`src/hdl/bapb_pkg.sv`:
```
// Shared types and constants for the balance angle/position blend block.
// No dependencies; every other file imports this package.
package bapb_pkg;

    localparam int C_IN_W    = 24;   // angle, position fields (Q7.16)
    localparam int C_THR_W   = 23;   // near threshold register
    localparam int C_GAIN_W  = 32;   // Q24.8 gains
    localparam int C_MC_W    = 29;   // widest serial multiplicand (9 * derivative)
    localparam int C_ACC_W   = 64;   // Q.24 sum of products
    localparam int C_Q_W     = 56;   // rounded magnitude after dropping 8 bits
    localparam int C_OUT_W   = 32;   // Q15.16 command
    localparam int C_REM_W   = 4;    // remainder of the divide by ten

    localparam logic [C_REM_W-1:0] C_DIV_TEN = 4'd10;

    localparam logic [C_ACC_W-1:0] C_RND_NEAR = 64'd128;   // half of 256
    localparam logic [C_ACC_W-1:0] C_RND_FAR  = 64'd1280;  // half of 2560

    localparam logic [C_Q_W-1:0] C_POS_LIMIT = 56'd2147483647;
    localparam logic [C_Q_W-1:0] C_NEG_LIMIT = 56'd2147483648;

    localparam logic [C_OUT_W-1:0] C_OUT_MAX = 32'h7FFF_FFFF;
    localparam logic [C_OUT_W-1:0] C_OUT_MIN = 32'h8000_0000;

    // Register indexes of the configuration port.
    typedef enum logic [2:0] {
        REG_TARGET_POSITION = 3'd0,
        REG_NEAR_THRESHOLD  = 3'd1,
        REG_ANGLE_OFFSET    = 3'd2,
        REG_ANGLE_KP_FAR    = 3'd3,
        REG_ANGLE_KD_FAR    = 3'd4,
        REG_ANGLE_KD_NEAR   = 3'd5,
        REG_POSITION_KP     = 3'd6,
        REG_POSITION_KD     = 3'd7
    } t_cfg_reg;

    // Reset values of the registers.
    localparam logic [C_IN_W-1:0]   C_RST_TARGET    = 24'd327680;
    localparam logic [C_THR_W-1:0]  C_RST_THRESHOLD = 23'd6554;
    localparam logic [C_IN_W-1:0]   C_RST_OFFSET    = 24'd262;
    localparam logic [C_GAIN_W-1:0] C_RST_AKP_FAR   = 32'd25600;
    localparam logic [C_GAIN_W-1:0] C_RST_AKD_FAR   = 32'd5120000;
    localparam logic [C_GAIN_W-1:0] C_RST_AKD_NEAR  = 32'd40960000;
    localparam logic [C_GAIN_W-1:0] C_RST_PKP       = 32'd1408;
    localparam logic [C_GAIN_W-1:0] C_RST_PKD       = 32'd3072;

    // Control from the sequencer to the serial multiply-accumulate unit.
    typedef struct packed {
        logic start;   // load gain and multiplicand, begin shifting
        logic clear;   // zero the accumulator with this start
    } t_mac_ctl;

endpackage

```
`src/hdl/bapb_if.sv`:
```
// Handshake channels of the blend block: input word, result word, register write.
// Depends on bapb_pkg for field widths.
interface bapb_in_if;
    import bapb_pkg::*;
    logic                      valid;
    logic                      ready;
    logic signed [C_IN_W-1:0]  tilt_angle;
    logic signed [C_IN_W-1:0]  position;
    modport source (output valid, output tilt_angle, output position, input ready);
    modport sink   (input valid, input tilt_angle, input position, output ready);
endinterface

interface bapb_out_if;
    import bapb_pkg::*;
    logic                      valid;
    logic                      ready;
    logic signed [C_OUT_W-1:0] wheel_velocity;
    logic                      near_mode;
    logic                      saturated;
    modport source (output valid, output wheel_velocity, output near_mode,
                    output saturated, input ready);
    modport sink   (input valid, input wheel_velocity, input near_mode,
                    input saturated, output ready);
endinterface

interface bapb_cfg_if;
    import bapb_pkg::*;
    logic                valid;
    logic                ready;
    logic [2:0]          index;
    logic [C_GAIN_W-1:0] data;
    modport source (output valid, output index, output data, input ready);
    modport sink   (input valid, input index, input data, output ready);
endinterface

```
`src/hdl/bapb_mac.sv`:
```
// Bit-serial multiply-accumulate: unsigned gain times signed multiplicand,
// one gain bit per cycle into a 64-bit accumulator. Depends on bapb_pkg.
module bapb_mac
    import bapb_pkg::*;
(
    input  logic                      i_clk,
    input  logic                      i_rst_n,
    input  t_mac_ctl                  i_ctl,
    input  logic [C_GAIN_W-1:0]       i_gain,
    input  logic signed [C_MC_W-1:0]  i_mcand,
    output logic                      o_done,
    output logic signed [C_ACC_W-1:0] o_acc
);

    localparam int C_CNT_W = $clog2(C_GAIN_W);
    localparam logic [C_CNT_W-1:0] C_LAST = C_CNT_W'(C_GAIN_W - 1);

    logic                      r_busy;
    logic                      r_done;
    logic [C_CNT_W-1:0]        r_cnt;
    logic [C_GAIN_W-1:0]       r_gain;
    logic [C_ACC_W-1:0]        r_mcand;
    logic [C_ACC_W-1:0]        r_acc;

    always_ff @(posedge i_clk) begin
        if (!i_rst_n) begin
            r_busy <= 1'b0;
            r_done <= 1'b0;
            r_cnt  <= '0;
        end else begin
            r_done <= 1'b0;
            if (i_ctl.start) begin
                r_busy <= 1'b1;
                r_cnt  <= '0;
            end else if (r_busy) begin
                r_cnt <= r_cnt + 1'b1;
                if (r_cnt == C_LAST) begin
                    r_busy <= 1'b0;
                    r_done <= 1'b1;
                end
            end
        end
    end

    // Payload: shift the gain right and the multiplicand left each cycle while busy.
    always_ff @(posedge i_clk) begin
        if (i_ctl.start) begin
            r_gain  <= i_gain;
            r_mcand <= {{(C_ACC_W-C_MC_W){i_mcand[C_MC_W-1]}}, i_mcand};
            if (i_ctl.clear) begin
                r_acc <= '0;
            end
        end else if (r_busy) begin
            r_gain  <= r_gain >> 1;
            r_mcand <= r_mcand << 1;
            if (r_gain[0]) begin
                r_acc <= r_acc + r_mcand;
            end
        end
    end

    assign o_done = r_done;
    assign o_acc  = $signed(r_acc);

endmodule

```
`src/hdl/bapb_div10.sv`:
```
// Bit-serial restoring divide by ten: one quotient bit per cycle, 4-bit remainder.
// Depends on bapb_pkg.
module bapb_div10
    import bapb_pkg::*;
(
    input  logic             i_clk,
    input  logic             i_rst_n,
    input  logic             i_start,
    input  logic [C_Q_W-1:0] i_dividend,
    output logic             o_done,
    output logic [C_Q_W-1:0] o_quot
);

    localparam int C_CNT_W = $clog2(C_Q_W);
    localparam logic [C_CNT_W-1:0] C_LAST = C_CNT_W'(C_Q_W - 1);

    logic               r_busy;
    logic               r_done;
    logic [C_CNT_W-1:0] r_cnt;
    logic [C_Q_W-1:0]   r_q;
    logic [C_REM_W-1:0] r_rem;
    logic [C_REM_W:0]   w_trial;
    logic               w_ge;

    // Bring down the next dividend bit and test against ten.
    assign w_trial = {r_rem, r_q[C_Q_W-1]};
    assign w_ge    = (w_trial >= {1'b0, C_DIV_TEN});

    always_ff @(posedge i_clk) begin
        if (!i_rst_n) begin
            r_busy <= 1'b0;
            r_done <= 1'b0;
            r_cnt  <= '0;
        end else begin
            r_done <= 1'b0;
            if (i_start) begin
                r_busy <= 1'b1;
                r_cnt  <= '0;
            end else if (r_busy) begin
                r_cnt <= r_cnt + 1'b1;
                if (r_cnt == C_LAST) begin
                    r_busy <= 1'b0;
                    r_done <= 1'b1;
                end
            end
        end
    end

    always_ff @(posedge i_clk) begin
        if (i_start) begin
            r_q   <= i_dividend;
            r_rem <= '0;
        end else if (r_busy) begin
            r_q <= {r_q[C_Q_W-2:0], w_ge};
            if (w_ge) begin
                r_rem <= C_REM_W'(w_trial - {1'b0, C_DIV_TEN});
            end else begin
                r_rem <= w_trial[C_REM_W-1:0];
            end
        end
    end

    assign o_done = r_done;
    assign o_quot = r_q;

endmodule

```
`src/hdl/balance_angle_position_blend.sv`:
```
// Balance angle/position blend: one velocity command word per input word.
// Each input word (tilt angle, position, Q7.16) yields one result word: a Q15.16
// wheel velocity with near-mode and saturation flags. Away from the target the
// command is (angle PD + 9 * position PD) / 2560, rounded half away from zero;
// when target minus position is below the near threshold (including any point
// past the target) it is the derivative-only angle term / 256. All products run
// through one bit-serial multiply-accumulate unit, and
// the far-mode divide by ten through a bit-serial divider, one bit per cycle.
// The serial units set how long an item takes; one item is in work at a time.
// A finished result sits in the output register, so the next word is accepted
// while it waits. The user must write registers over the config channel only
// while no item is in work; the block itself does not enforce it.
// Depends on bapb_pkg, bapb_if, bapb_mac and bapb_div10.
module balance_angle_position_blend
    import bapb_pkg::*;
(
    input  logic        i_clk,
    input  logic        i_rst_n,
    bapb_in_if.sink     i_in,
    bapb_out_if.source  o_out,
    bapb_cfg_if.sink    i_cfg
);

    typedef enum logic [2:0] {
        S_IDLE,
        S_LOAD,
        S_WAIT,
        S_MAG,
        S_ROUND,
        S_DIV,
        S_OUT
    } t_state;

    t_state r_state;

    // Configuration registers.
    logic signed [C_IN_W-1:0] r_target;
    logic [C_THR_W-1:0]       r_threshold;
    logic signed [C_IN_W-1:0] r_offset;
    logic [C_GAIN_W-1:0]      r_akp_far;
    logic [C_GAIN_W-1:0]      r_akd_far;
    logic [C_GAIN_W-1:0]      r_akd_near;
    logic [C_GAIN_W-1:0]      r_pkp;
    logic [C_GAIN_W-1:0]      r_pkd;

    // History across ticks.
    logic signed [C_IN_W-1:0] r_prev_angle;
    logic signed [C_IN_W-1:0] r_prev_perr;

    // Per-item operands and working values.
    logic signed [C_IN_W:0]   r_ang_err;
    logic signed [C_IN_W:0]   r_ang_der;
    logic signed [C_MC_W-1:0] r_pe9;
    logic signed [C_MC_W-1:0] r_pd9;
    logic                     r_near;
    logic [1:0]               r_term;
    logic                     r_neg;
    logic [C_ACC_W-1:0]       r_mag;
    logic [C_Q_W-1:0]         r_t;

    // Output register.
    logic                     r_out_valid;
    logic [C_OUT_W-1:0]       r_wv;
    logic                     r_out_near;
    logic                     r_out_sat;

    // Operand preparation at the accept edge.
    logic signed [C_IN_W:0]   w_remaining;
    logic                     w_near;
    logic signed [C_IN_W-1:0] w_perr;
    logic signed [C_IN_W:0]   w_pder;
    logic signed [C_MC_W-1:0] w_perr_ext;
    logic signed [C_MC_W-1:0] w_pder_ext;

    // Serial unit hookup.
    t_mac_ctl                  w_mac_ctl;
    logic [C_GAIN_W-1:0]       w_gain;
    logic signed [C_MC_W-1:0]  w_mcand;
    logic                      w_mac_done;
    logic signed [C_ACC_W-1:0] w_acc;
    logic                      w_div_start;
    logic                      w_div_done;
    logic [C_Q_W-1:0]          w_quot;

    logic                      w_accept;
    logic                      w_out_free;
    logic [C_ACC_W-1:0]        w_rounded;
    logic                      w_sat;
    logic [C_OUT_W-1:0]        w_cmd;

    assign i_in.ready  = (r_state == S_IDLE);
    assign i_cfg.ready = 1'b1;
    assign w_accept    = i_in.valid && i_in.ready;
    assign w_out_free  = !r_out_valid || o_out.ready;

    // Remaining distance keeps all 25 bits for the mode test; the error used
    // in the position term clamps to 24 bits.
    assign w_remaining = (C_IN_W+1)'(r_target) - (C_IN_W+1)'(i_in.position);
    assign w_near      = w_remaining < $signed({2'b00, r_threshold});
    always_comb begin
        priority if (w_remaining[C_IN_W] != w_remaining[C_IN_W-1]) begin
            w_perr = w_remaining[C_IN_W] ? {1'b1, {(C_IN_W-1){1'b0}}}
                                         : {1'b0, {(C_IN_W-1){1'b1}}};
        end else begin
            w_perr = w_remaining[C_IN_W-1:0];
        end
    end
    assign w_pder     = (C_IN_W+1)'(w_perr) - (C_IN_W+1)'(r_prev_perr);
    assign w_perr_ext = C_MC_W'(w_perr);
    assign w_pder_ext = C_MC_W'(w_pder);

    // Pick gain and multiplicand for the current product. The factor nine on
    // the position term is folded into its multiplicands.
    always_comb begin
        priority if (r_near) begin
            w_gain  = r_akd_near;
            w_mcand = C_MC_W'(r_ang_der);
        end else begin
            unique case (r_term)
                2'd0: begin
                    w_gain  = r_akp_far;
                    w_mcand = C_MC_W'(r_ang_err);
                end
                2'd1: begin
                    w_gain  = r_akd_far;
                    w_mcand = C_MC_W'(r_ang_der);
                end
                2'd2: begin
                    w_gain  = r_pkp;
                    w_mcand = r_pe9;
                end
                default: begin
                    w_gain  = r_pkd;
                    w_mcand = r_pd9;
                end
            endcase
        end
    end

    assign w_mac_ctl.start = (r_state == S_LOAD);
    assign w_mac_ctl.clear = (r_term == 2'd0);
    assign w_div_start     = (r_state == S_ROUND) && !r_near;

    bapb_mac u_mac (
        .i_clk   (i_clk),
        .i_rst_n (i_rst_n),
        .i_ctl   (w_mac_ctl),
        .i_gain  (w_gain),
        .i_mcand (w_mcand),
        .o_done  (w_mac_done),
        .o_acc   (w_acc)
    );

    // Round half away from zero: add half the divisor to the magnitude,
    // drop eight bits, and in far mode divide the rest by ten.
    assign w_rounded = r_mag + (r_near ? C_RND_NEAR : C_RND_FAR);

    bapb_div10 u_div (
        .i_clk      (i_clk),
        .i_rst_n    (i_rst_n),
        .i_start    (w_div_start),
        .i_dividend (w_rounded[C_ACC_W-1:C_ACC_W-C_Q_W]),
        .o_done     (w_div_done),
        .o_quot     (w_quot)
    );

    // Clip to the signed 32-bit range; the negative side reaches one further.
    assign w_sat = r_neg ? (r_t > C_NEG_LIMIT) : (r_t > C_POS_LIMIT);
    always_comb begin
        priority if (w_sat) begin
            w_cmd = r_neg ? C_OUT_MIN : C_OUT_MAX;
        end else if (r_neg) begin
            w_cmd = C_OUT_W'(-r_t[C_OUT_W-1:0]);
        end else begin
            w_cmd = r_t[C_OUT_W-1:0];
        end
    end

    always_ff @(posedge i_clk) begin
        if (!i_rst_n) begin
            r_state      <= S_IDLE;
            r_term       <= 2'd0;
            r_out_valid  <= 1'b0;
            r_target     <= C_RST_TARGET;
            r_threshold  <= C_RST_THRESHOLD;
            r_offset     <= C_RST_OFFSET;
            r_akp_far    <= C_RST_AKP_FAR;
            r_akd_far    <= C_RST_AKD_FAR;
            r_akd_near   <= C_RST_AKD_NEAR;
            r_pkp        <= C_RST_PKP;
            r_pkd        <= C_RST_PKD;
            r_prev_angle <= '0;
            r_prev_perr  <= '0;
        end else begin
            // Register writes.
            if (i_cfg.valid && i_cfg.ready) begin
                unique case (t_cfg_reg'(i_cfg.index))
                    REG_TARGET_POSITION: r_target    <= i_cfg.data[C_IN_W-1:0];
                    REG_NEAR_THRESHOLD:  r_threshold <= i_cfg.data[C_THR_W-1:0];
                    REG_ANGLE_OFFSET:    r_offset    <= i_cfg.data[C_IN_W-1:0];
                    REG_ANGLE_KP_FAR:    r_akp_far   <= i_cfg.data;
                    REG_ANGLE_KD_FAR:    r_akd_far   <= i_cfg.data;
                    REG_ANGLE_KD_NEAR:   r_akd_near  <= i_cfg.data;
                    REG_POSITION_KP:     r_pkp       <= i_cfg.data;
                    REG_POSITION_KD:     r_pkd       <= i_cfg.data;
                    default: ;
                endcase
            end

            // Drop the result word once the sink takes it; in S_OUT the
            // state logic below owns the valid flag.
            if (r_out_valid && o_out.ready && r_state != S_OUT) begin
                r_out_valid <= 1'b0;
            end

            unique case (r_state)
                S_IDLE: begin
                    if (w_accept) begin
                        // Latch operands and advance the history.
                        r_ang_err    <= (C_IN_W+1)'(i_in.tilt_angle)
                                      + (C_IN_W+1)'(r_offset);
                        r_ang_der    <= (C_IN_W+1)'(i_in.tilt_angle)
                                      - (C_IN_W+1)'(r_prev_angle);
                        r_pe9        <= (w_perr_ext <<< 3) + w_perr_ext;
                        r_pd9        <= (w_pder_ext <<< 3) + w_pder_ext;
                        r_near       <= w_near;
                        r_prev_angle <= i_in.tilt_angle;
                        r_prev_perr  <= w_perr;
                        r_term       <= 2'd0;
                        r_state      <= S_LOAD;
                    end
                end
                S_LOAD: begin
                    r_state <= S_WAIT;
                end
                S_WAIT: begin
                    if (w_mac_done) begin
                        if (r_near || r_term == 2'd3) begin
                            r_state <= S_MAG;
                        end else begin
                            r_term  <= r_term + 2'd1;
                            r_state <= S_LOAD;
                        end
                    end
                end
                S_MAG: begin
                    r_neg   <= w_acc[C_ACC_W-1];
                    r_mag   <= w_acc[C_ACC_W-1] ? C_ACC_W'(-w_acc) : w_acc;
                    r_state <= S_ROUND;
                end
                S_ROUND: begin
                    r_t <= w_rounded[C_ACC_W-1:C_ACC_W-C_Q_W];
                    if (r_near) begin
                        r_state <= S_OUT;
                    end else begin
                        r_state <= S_DIV;
                    end
                end
                S_DIV: begin
                    if (w_div_done) begin
                        r_t     <= w_quot;
                        r_state <= S_OUT;
                    end
                end
                S_OUT: begin
                    // Hold until the output register is free.
                    if (w_out_free) begin
                        r_out_valid <= 1'b1;
                        r_wv        <= w_cmd;
                        r_out_near  <= r_near;
                        r_out_sat   <= w_sat;
                        r_state     <= S_IDLE;
                    end
                end
                default: r_state <= S_IDLE;
            endcase
        end
    end

    assign o_out.valid          = r_out_valid;
    assign o_out.wheel_velocity = $signed(r_wv);
    assign o_out.near_mode      = r_out_near;
    assign o_out.saturated      = r_out_sat;

endmodule
```
`src/flat_wrapper.sv`:
```
// flat-port wrapper written by rule: the top's interface ports become plain ports
module balance_angle_position_blend_flat import bapb_pkg::*;
  (i_clk, i_rst_n, i_in_valid, i_in_tilt_angle, i_in_position, i_in_ready, o_out_valid, o_out_wheel_velocity, o_out_near_mode, o_out_saturated, o_out_ready, i_cfg_valid, i_cfg_index, i_cfg_data, i_cfg_ready);
  bapb_in_if i_in_i ();
  bapb_out_if o_out_i ();
  bapb_cfg_if i_cfg_i ();
  input  logic i_clk;
  input  logic i_rst_n;
  input wire logic [$bits(i_in_i.valid)-1:0] i_in_valid;
  input wire logic [$bits(i_in_i.tilt_angle)-1:0] i_in_tilt_angle;
  input wire logic [$bits(i_in_i.position)-1:0] i_in_position;
  output wire logic [$bits(i_in_i.ready)-1:0] i_in_ready;
  output wire logic [$bits(o_out_i.valid)-1:0] o_out_valid;
  output wire logic [$bits(o_out_i.wheel_velocity)-1:0] o_out_wheel_velocity;
  output wire logic [$bits(o_out_i.near_mode)-1:0] o_out_near_mode;
  output wire logic [$bits(o_out_i.saturated)-1:0] o_out_saturated;
  input wire logic [$bits(o_out_i.ready)-1:0] o_out_ready;
  input wire logic [$bits(i_cfg_i.valid)-1:0] i_cfg_valid;
  input wire logic [$bits(i_cfg_i.index)-1:0] i_cfg_index;
  input wire logic [$bits(i_cfg_i.data)-1:0] i_cfg_data;
  output wire logic [$bits(i_cfg_i.ready)-1:0] i_cfg_ready;
  assign i_in_i.valid = i_in_valid;
  assign i_in_i.tilt_angle = i_in_tilt_angle;
  assign i_in_i.position = i_in_position;
  assign i_in_ready = i_in_i.ready;
  assign o_out_valid = o_out_i.valid;
  assign o_out_wheel_velocity = o_out_i.wheel_velocity;
  assign o_out_near_mode = o_out_i.near_mode;
  assign o_out_saturated = o_out_i.saturated;
  assign o_out_i.ready = o_out_ready;
  assign i_cfg_i.valid = i_cfg_valid;
  assign i_cfg_i.index = i_cfg_index;
  assign i_cfg_i.data = i_cfg_data;
  assign i_cfg_ready = i_cfg_i.ready;
  balance_angle_position_blend u_core (.i_clk(i_clk), .i_rst_n(i_rst_n), .i_in(i_in_i), .o_out(o_out_i), .i_cfg(i_cfg_i));
endmodule
```
`config.mk`:
```
export PLATFORM = sky130hd
export DESIGN_NAME = balance_angle_position_blend_flat
export DESIGN_NICKNAME = d
export VERILOG_FILES = /design/src/hdl/bapb_pkg.sv /design/src/hdl/bapb_if.sv /design/src/hdl/bapb_mac.sv /design/src/hdl/bapb_div10.sv /design/src/hdl/balance_angle_position_blend.sv /design/src/flat_wrapper.sv
export SDC_FILE = /design/constraint.sdc
export NUM_CORES = 2
export LEC_CHECK = 0
export BUFFER_PORTS_ARGS = -buffer_cell sky130_fd_sc_hd__buf_2
export CORE_MARGIN = 4
export CORE_UTILIZATION = 63
export CTS_CLUSTER_SIZE = 28
export DETAILED_ROUTE_END_ITERATION = 8
export GPL_ROUTABILITY_DRIVEN = 0
export MAX_ROUTING_LAYER = met4
export PLACE_DENSITY_LB_ADDON = 0.12
export SLEW_MARGIN = 5
export SYNTH_ARGS = -nofsm -noshare
export SYNTH_HDL_FRONTEND = slang
export SYNTH_SLANG_ARGS = --single-unit
```
`constraint.sdc`:
```
create_clock -name i_clk -period 10.6 [get_ports i_clk]
set_input_delay 2.12 -clock i_clk [delete_from_list [all_inputs] [get_ports i_clk]]
set_output_delay 2.12 -clock i_clk [all_outputs]
set_load 0.1 [all_outputs]
```
---- After elaboration in Yosys (flattened, before gate mapping) ----
Index checks and enable logic that the tools add are counted.
storage, ports and cells
  input bits .............................. 88
  register bits ........................... 784
  word-level logic and storage cells ...... 166
  output and inout bits ................... 37
operators by class
  reduce and logical (&&, ||, !) cells .... 36
  multiplexer cells ....................... 47
  order comparisons ....................... 4
  equality and inequality tests ........... 26
  bitwise operators ....................... 3
  $add $sub $neg .......................... 14
operator list
  kind                                                                     number
  64-bit 2-to-1 mux                                                        6
  32-bit 2-to-1 mux                                                        6
  56-bit 2-to-1 mux                                                        3
  64-bit adder                                                             2
  56-bit case mux with 2 select lines                                      1
  32-bit case mux with 3 select lines                                      1
  29-bit case mux with 3 select lines                                      1
  24-bit by 24-bit subtractor with 25-bit output                           3
  64-bit negation                                                          1
  63-bit 2-to-1 mux                                                        1
  56-bit by 31-bit > comparator with 1-bit output (second input constant)  1
  56-bit by 32-bit > comparator with 1-bit output (second input constant)  1
  24-bit 2-to-1 mux                                                        2
  32-bit negation                                                          1
  28-bit by 25-bit adder with 29-bit output                                1
  29-bit 2-to-1 mux                                                        1
  27-bit by 24-bit adder with 28-bit output                                1
  24-bit by 24-bit adder with 25-bit output                                1
  25-bit by 24-bit < comparator with 1-bit output                          1
  3-bit equality test (second input constant)                              7
  3-bit case mux with 7 select lines                                       1
  2-bit AND reduction                                                      10
  3-bit by 2-bit equality test with 1-bit output (second input constant)   4
  1-bit 2-to-1 mux                                                         12
  other kinds (30)                                                         61

---- Depth between registers and ports, before layout ----
  word-level depth ........................ 5
  mapped depth ............................ 40
  gate-level depth less buffers ........... 38

---- By module ----
From an unflattened synthesis, not the netlist that was laid out.
second synthesis, totals
  cells, all modules ...................... 4714
  area total of the unflattened synthesis .. 44813.0 sq um
by module, submodules not included
  module                        area an instance (sq um)  cells an instance  instances  sequential area each (sq um)
  balance_angle_position_blend  31131.1                   3477               1          13392.8
  bapb_mac                      10757.8                   1055               1          4944.7
  bapb_div10                    2924.1                    182                1          1921.8

---- Least setup slack after synthesis ----
No wires, ideal clock.
  path type ............................... input port to flip-flop
  start point ............................. in i_in_position[2]
  end point ............................... reg u_core.r_pd9[27] (data pin)
  path buffers ............................ 2
  data required time ...................... 10.328 ns
  library setup time ...................... 0.272 ns
  arrival ................................. 9.283 ns
  path slack .............................. 1.046 ns
  stages .................................. 39
  path through ............................ inv_1 > ha_1 > nand2_1 > o21ai_0 > o32ai_1 > a221o_1 > o21ai_0 > a21oi_1 > o21a_1 > o21ai_0 > xnor2_1 > ha_1 > clkbuf_1 > nor2_1 > clkbuf_1 > a21oi_1 > ha_1 > inv_1 > [... 3 more ...] > o21bai_1 > a21o_1 > a21oi_1 > o31ai_1 > o41a_1 > a41oi_1 > xnor2_1 > ha_1 > nand2_1 > nand2_1 > a21o_1 > a21o_1 > a21oi_1 > nor2b_1 > o21ai_0 > nand2b_1 > a221oi_1 > o21ai_0
between the ends
  cells in the longest elaborated chain, start to end .. 5
  elaborated cells on any way between the ends .. 6
  those cells by class .................... 3 x add/sub; 1 x eq/ne; 2 x mux
RTL lines
  what                                                        line                                                                      RTL
  from (decl)                                                 flat_wrapper.sv:11                                                        input wire logic [$bits(i_in_i.position)-1:0] i_in_position;
  24-bit by 24-bit subtractor with 25-bit output *            balance_angle_position_blend.sv:98                                        assign w_remaining = (C_IN_W+1)'(r_target) - (C_IN_W+1)'(i_in.position);
  24-bit 2-to-1 mux or 1-bit inequality test (tied branches)  balance_angle_position_blend.sv:102, balance_angle_position_blend.sv:101
  24-bit 2-to-1 mux *                                         balance_angle_position_blend.sv:101                                       priority if (w_remaining[C_IN_W] != w_remaining[C_IN_W-1]) begin
  24-bit by 24-bit subtractor with 25-bit output *            balance_angle_position_blend.sv:108                                       assign w_pder = (C_IN_W+1)'(w_perr) - (C_IN_W+1)'(r_prev_perr);
  28-bit by 25-bit adder with 29-bit output *                 balance_angle_position_blend.sv:225                                       r_pd9 <= (w_pder_ext <<< 3) + w_pder_ext;
  to (signal assigned)                                        balance_angle_position_blend.sv:225
  to (decl)                                                   balance_angle_position_blend.sv:54                                        logic signed [C_MC_W-1:0] r_pd9;
Mark *: on every way between the ends. The rest lies on a longest branch, timed or not.
A chain may end at the register's enable or synchronous reset.

---- Worst setup path after layout ----
  start point ............................. in i_in_position[2]
  end point ............................... reg u_core.r_pd9[27] (data pin)
between the ends
  cells in the longest elaborated chain, start to end .. 5
  elaborated cells on any way between the ends .. 6
  those cells by class .................... 3 x add/sub; 1 x eq/ne; 2 x mux
RTL lines
  what                                                        line                                                                      RTL
  24-bit by 24-bit subtractor with 25-bit output *            balance_angle_position_blend.sv:98
  24-bit 2-to-1 mux or 1-bit inequality test (tied branches)  balance_angle_position_blend.sv:102, balance_angle_position_blend.sv:101
  24-bit 2-to-1 mux *                                         balance_angle_position_blend.sv:101
  net u_core.w_perr[1]                                        balance_angle_position_blend.sv:70                                        logic signed [C_IN_W-1:0] w_perr;
  24-bit by 24-bit subtractor with 25-bit output *            balance_angle_position_blend.sv:108
  28-bit by 25-bit adder with 29-bit output *                 balance_angle_position_blend.sv:225
Mark *: on every way through the listed nets, which the timed path passes. The rest lies on a longest branch.

==> out/metrics.yaml <==
die_y_um: 272
period_share_pct: 92.4
final_max_slew_viol_count: 0
finalHoldViolCount: 0
fp.dieW_um: 272
yosys.area.top_type_share_pct: 32.2
grt_pass1_vias: 32200
tightest_slew_ns: 1.15
slowest_delay_ns: 0.46
hold_ws_ns: 0.461
slew_headroom_pct: 23.3
yosysUniqueCellTypes: 81
placed_cells: 5652
area_growth_pct: 9.01
clkLatencyLatePin_ns: 0.65
drtPass1Iterations: 6
startpoint_type: "input port"
finalNonFillerCells: 5816
setup_viol: 0
ys.flop_type: "edfxtp_1"
clk_path_buf_depth: 3
wirelength_mm: 106
grt_max_degree: 114
timing.final.ws_setup_ns: 0.802
post_drt_via_cell_ratio: 5.97
layout_min_cycle_time_ns: 9.80
yosys_warnings: 0
grt-ovfl-total: 0
ir_worst_vdd_mv: 0.154
io_buffers: 123
synth_cells: 4815
drc: 0
antenna_found_initial: 7
dieArea_um2: 74100
coreArea_um2: 68800
ios: 125
skew_ns: 0.0279
cp_slowest_cell: "ha_1"
path_class: "input port to register"
grt.total_usage_pct: 28.6
ctsHoldBuffers: 0
num_vias: 34700
hp-class: "register to register"
dp_worst_setup_slack_ns: 0.159
clk_pin_slew_ns: 0.06
tritoncts: "yes"
post-route-util_pct: 69.6
powerDensity_nw_per_um2: 222
drive_gt1_share_pct: 7.26
avgSynthCellArea_um2: 9.13
synth-seq-area-share_pct: 46.1
max_freq_mhz: 102
end_kind: "register"
p_leak_nw: 18.5
htree_levels: 3
ant_nets: 0
synthesis.nets: 5153
clockRootBuffer: "clkbuf_16"
synth_area_leaders: "edfxtp_1 (32%), dfxtp_1 (14%), nand2_1 (8.3%)"
nets: 5145
initial_core_util_pct: 63.9
async_reset_ff_share_pct: 0
grt_pass1_wl_mm: 168
fin_tns_setup_ns: 0
required_ns: 10.96
critical_path.max_fanout: 9
synth_edf_count: 472
critical_path_arrival_ns: 10.16
placed_area_um2: 45200
timing.critical_path.mode_cell: "a21oi_1"
numCtsBuffers: 84
clock-sinks: 776
wl_per_cell_um: 18.2
dp_hpwl_mm: 72.7
rsz0062_at_grt: "false"
outcome: "finished clean"
netlist_area_um2: 44000
drtIter0Drc: 2551
cap_violations: 0
fin_area_um2: 47900
finalPower_mw: 10.6
ys_seq_elements: 776
yosysTopAreaCell: "edfxtp_1"
rows: 96
per-layer routing:
metal	wire [um]	track usage, %
met1	45200	36.5
met3	7160	3.74
met5	0	-
met4	4190	11.2
met2	49500	46.9
worst max-delay path, delay by kind of cell:
kind | cells | cell delay [ns]
AO/OA/AOI/OAI | 22 | 5.25
adder cells (fa/ha/maj) | 4 | 1.61
AND/OR/NAND/NOR | 6 | 0.53
buffers and inverters | 3 | 0.31
XOR/XNOR | 2 | 0.31
synthesized netlist by cell type (23+ instances only):
cell type / n
a21boi_0: 241
a21o_1: 93
a21oi_1: 292
a221o_1: 26
a221oi_1: 38
and3_1: 31
clkbuf_1: 220
clkbuf_2: 23
dfxtp_1: 304
edfxtp_1: 472
ha_1: 242
inv_1: 194
nand2_1: 973
nand2b_1: 45
nand3_1: 76
nand4_1: 45
nor2_1: 326
nor2b_1: 48
nor3_1: 49
nor4_1: 25
o21a_1: 42
o21ai_0: 272
o21bai_1: 26
o31ai_1: 65
or3_1: 55
xnor2_1: 190
xor2_1: 106
placed cells by master (no fill, tap or decap), types with 15 or more instances in the layout:
cell type	synthesis	routed
and2_1	17	16
a21boi_0	241	241
clkinv_1	1	19
xor2_1	106	106
o21a_1	42	42
or2_2	17	17
a221o_1	26	26
or3_1	55	54
edfxtp_1	472	472
nor3b_1	18	18
o21bai_1	26	26
nor4_1	25	25
and3_1	31	30
o21ai_0	272	271
a21oi_1	292	291
nor2_1	326	318
o22ai_1	19	19
dfxtp_1	304	304
nor2b_1	48	48
a31oi_1	21	21
xnor2_1	190	190
nand4_1	45	45
nor3_1	49	46
nand3_1	76	73
clkbuf_16	0	84
clkbuf_1	220	18
a21o_1	93	93
a221oi_1	38	38
o31ai_1	65	65
buf_4	1	39
buf_2	0	122
clkinv_2	0	15
o211ai_1	20	20
ha_1	242	240
nand2b_1	45	43
inv_1	194	194
nand2_1	973	969
worst paths after layout:
kind	startpoint	endpoint	slack [ns]	cells after the start
worst max-delay path	i_in_position[2]	u_core.r_pd9[27]$_DFFE_PP_	0.80	37
worst min-delay path	u_core.r_pkd[4]$_SDFFE_PN0P_	u_core.r_pkd[4]$_SDFFE_PN0P_	0.46	2
worst max register to register	u_core.r_target[2]$_SDFFE_PN0P_	u_core.r_pd9[27]$_DFFE_PP_	2.04	35
worst min register to register	u_core.r_pkd[4]$_SDFFE_PN0P_	u_core.r_pkd[4]$_SDFFE_PN0P_	0.46	2
cell type report:
| cell class | instances | area [um2] |
|---|---|---|
| Antenna cell | 7 | 17.5 |
| Clock inverter | 48 | 424 |
| Fill cell | 5387 | 20900 |
| Multi-Input combinational cell | 3588 | 22100 |
| Tap cell | 931 | 1160 |
| Sequential cell | 776 | 20300 |
| Inverter | 195 | 732 |
| Clock buffer | 109 | 2270 |
| Timing Repair Buffer | 162 | 915 |
cell families after synthesis:
group	Yosys count	share of synthesized area, %
AOI/OAI and AO/OA	1264	18.9
xor gates and xnor gates	296	5.90
adders and majority gates	250	7.25
buffers and inverters	451	3.92
DFF	776	46.1
muxes	14	0.333
other	1	0.00853
and+or+nand+nor	1763	17.6
where the power goes:
part	switching, mW	internal [mW]
registers	0.218	3.79
clock network	1.24	1.64
logic	2.20	1.56
total	3.66	6.99
registers in the layout, indices dropped and copies added (netlist names), 23 cells and up:
name and cells:
u_core.u_mac.o_acc 64, u_core.u_mac.r_mcand 64, u_core.r_mag 57, u_core.r_t 56
u_core.u_div.o_quot 56, u_core.o_out.wheel_velocity 32, u_core.r_akd_far 32, u_core.r_akd_near 32
u_core.r_akp_far 32, u_core.r_pkd 32, u_core.r_pkp 32, u_core.u_mac.r_gain 32
u_core.r_pd9 29, u_core.r_pe9 28, u_core.r_ang_der 25, u_core.r_ang_err 25
u_core.r_offset 24, u_core.r_prev_angle 24, u_core.r_prev_perr 24, u_core.r_target 24
u_core.r_threshold 23
repair_timing:
item | CTS | global route
endpoints found under the setup margin | 0 | 2
gates resized for setup | 0 | 2
setup buffers | 0 | 0
Note: power is estimated with default switching activity, not from simulation.
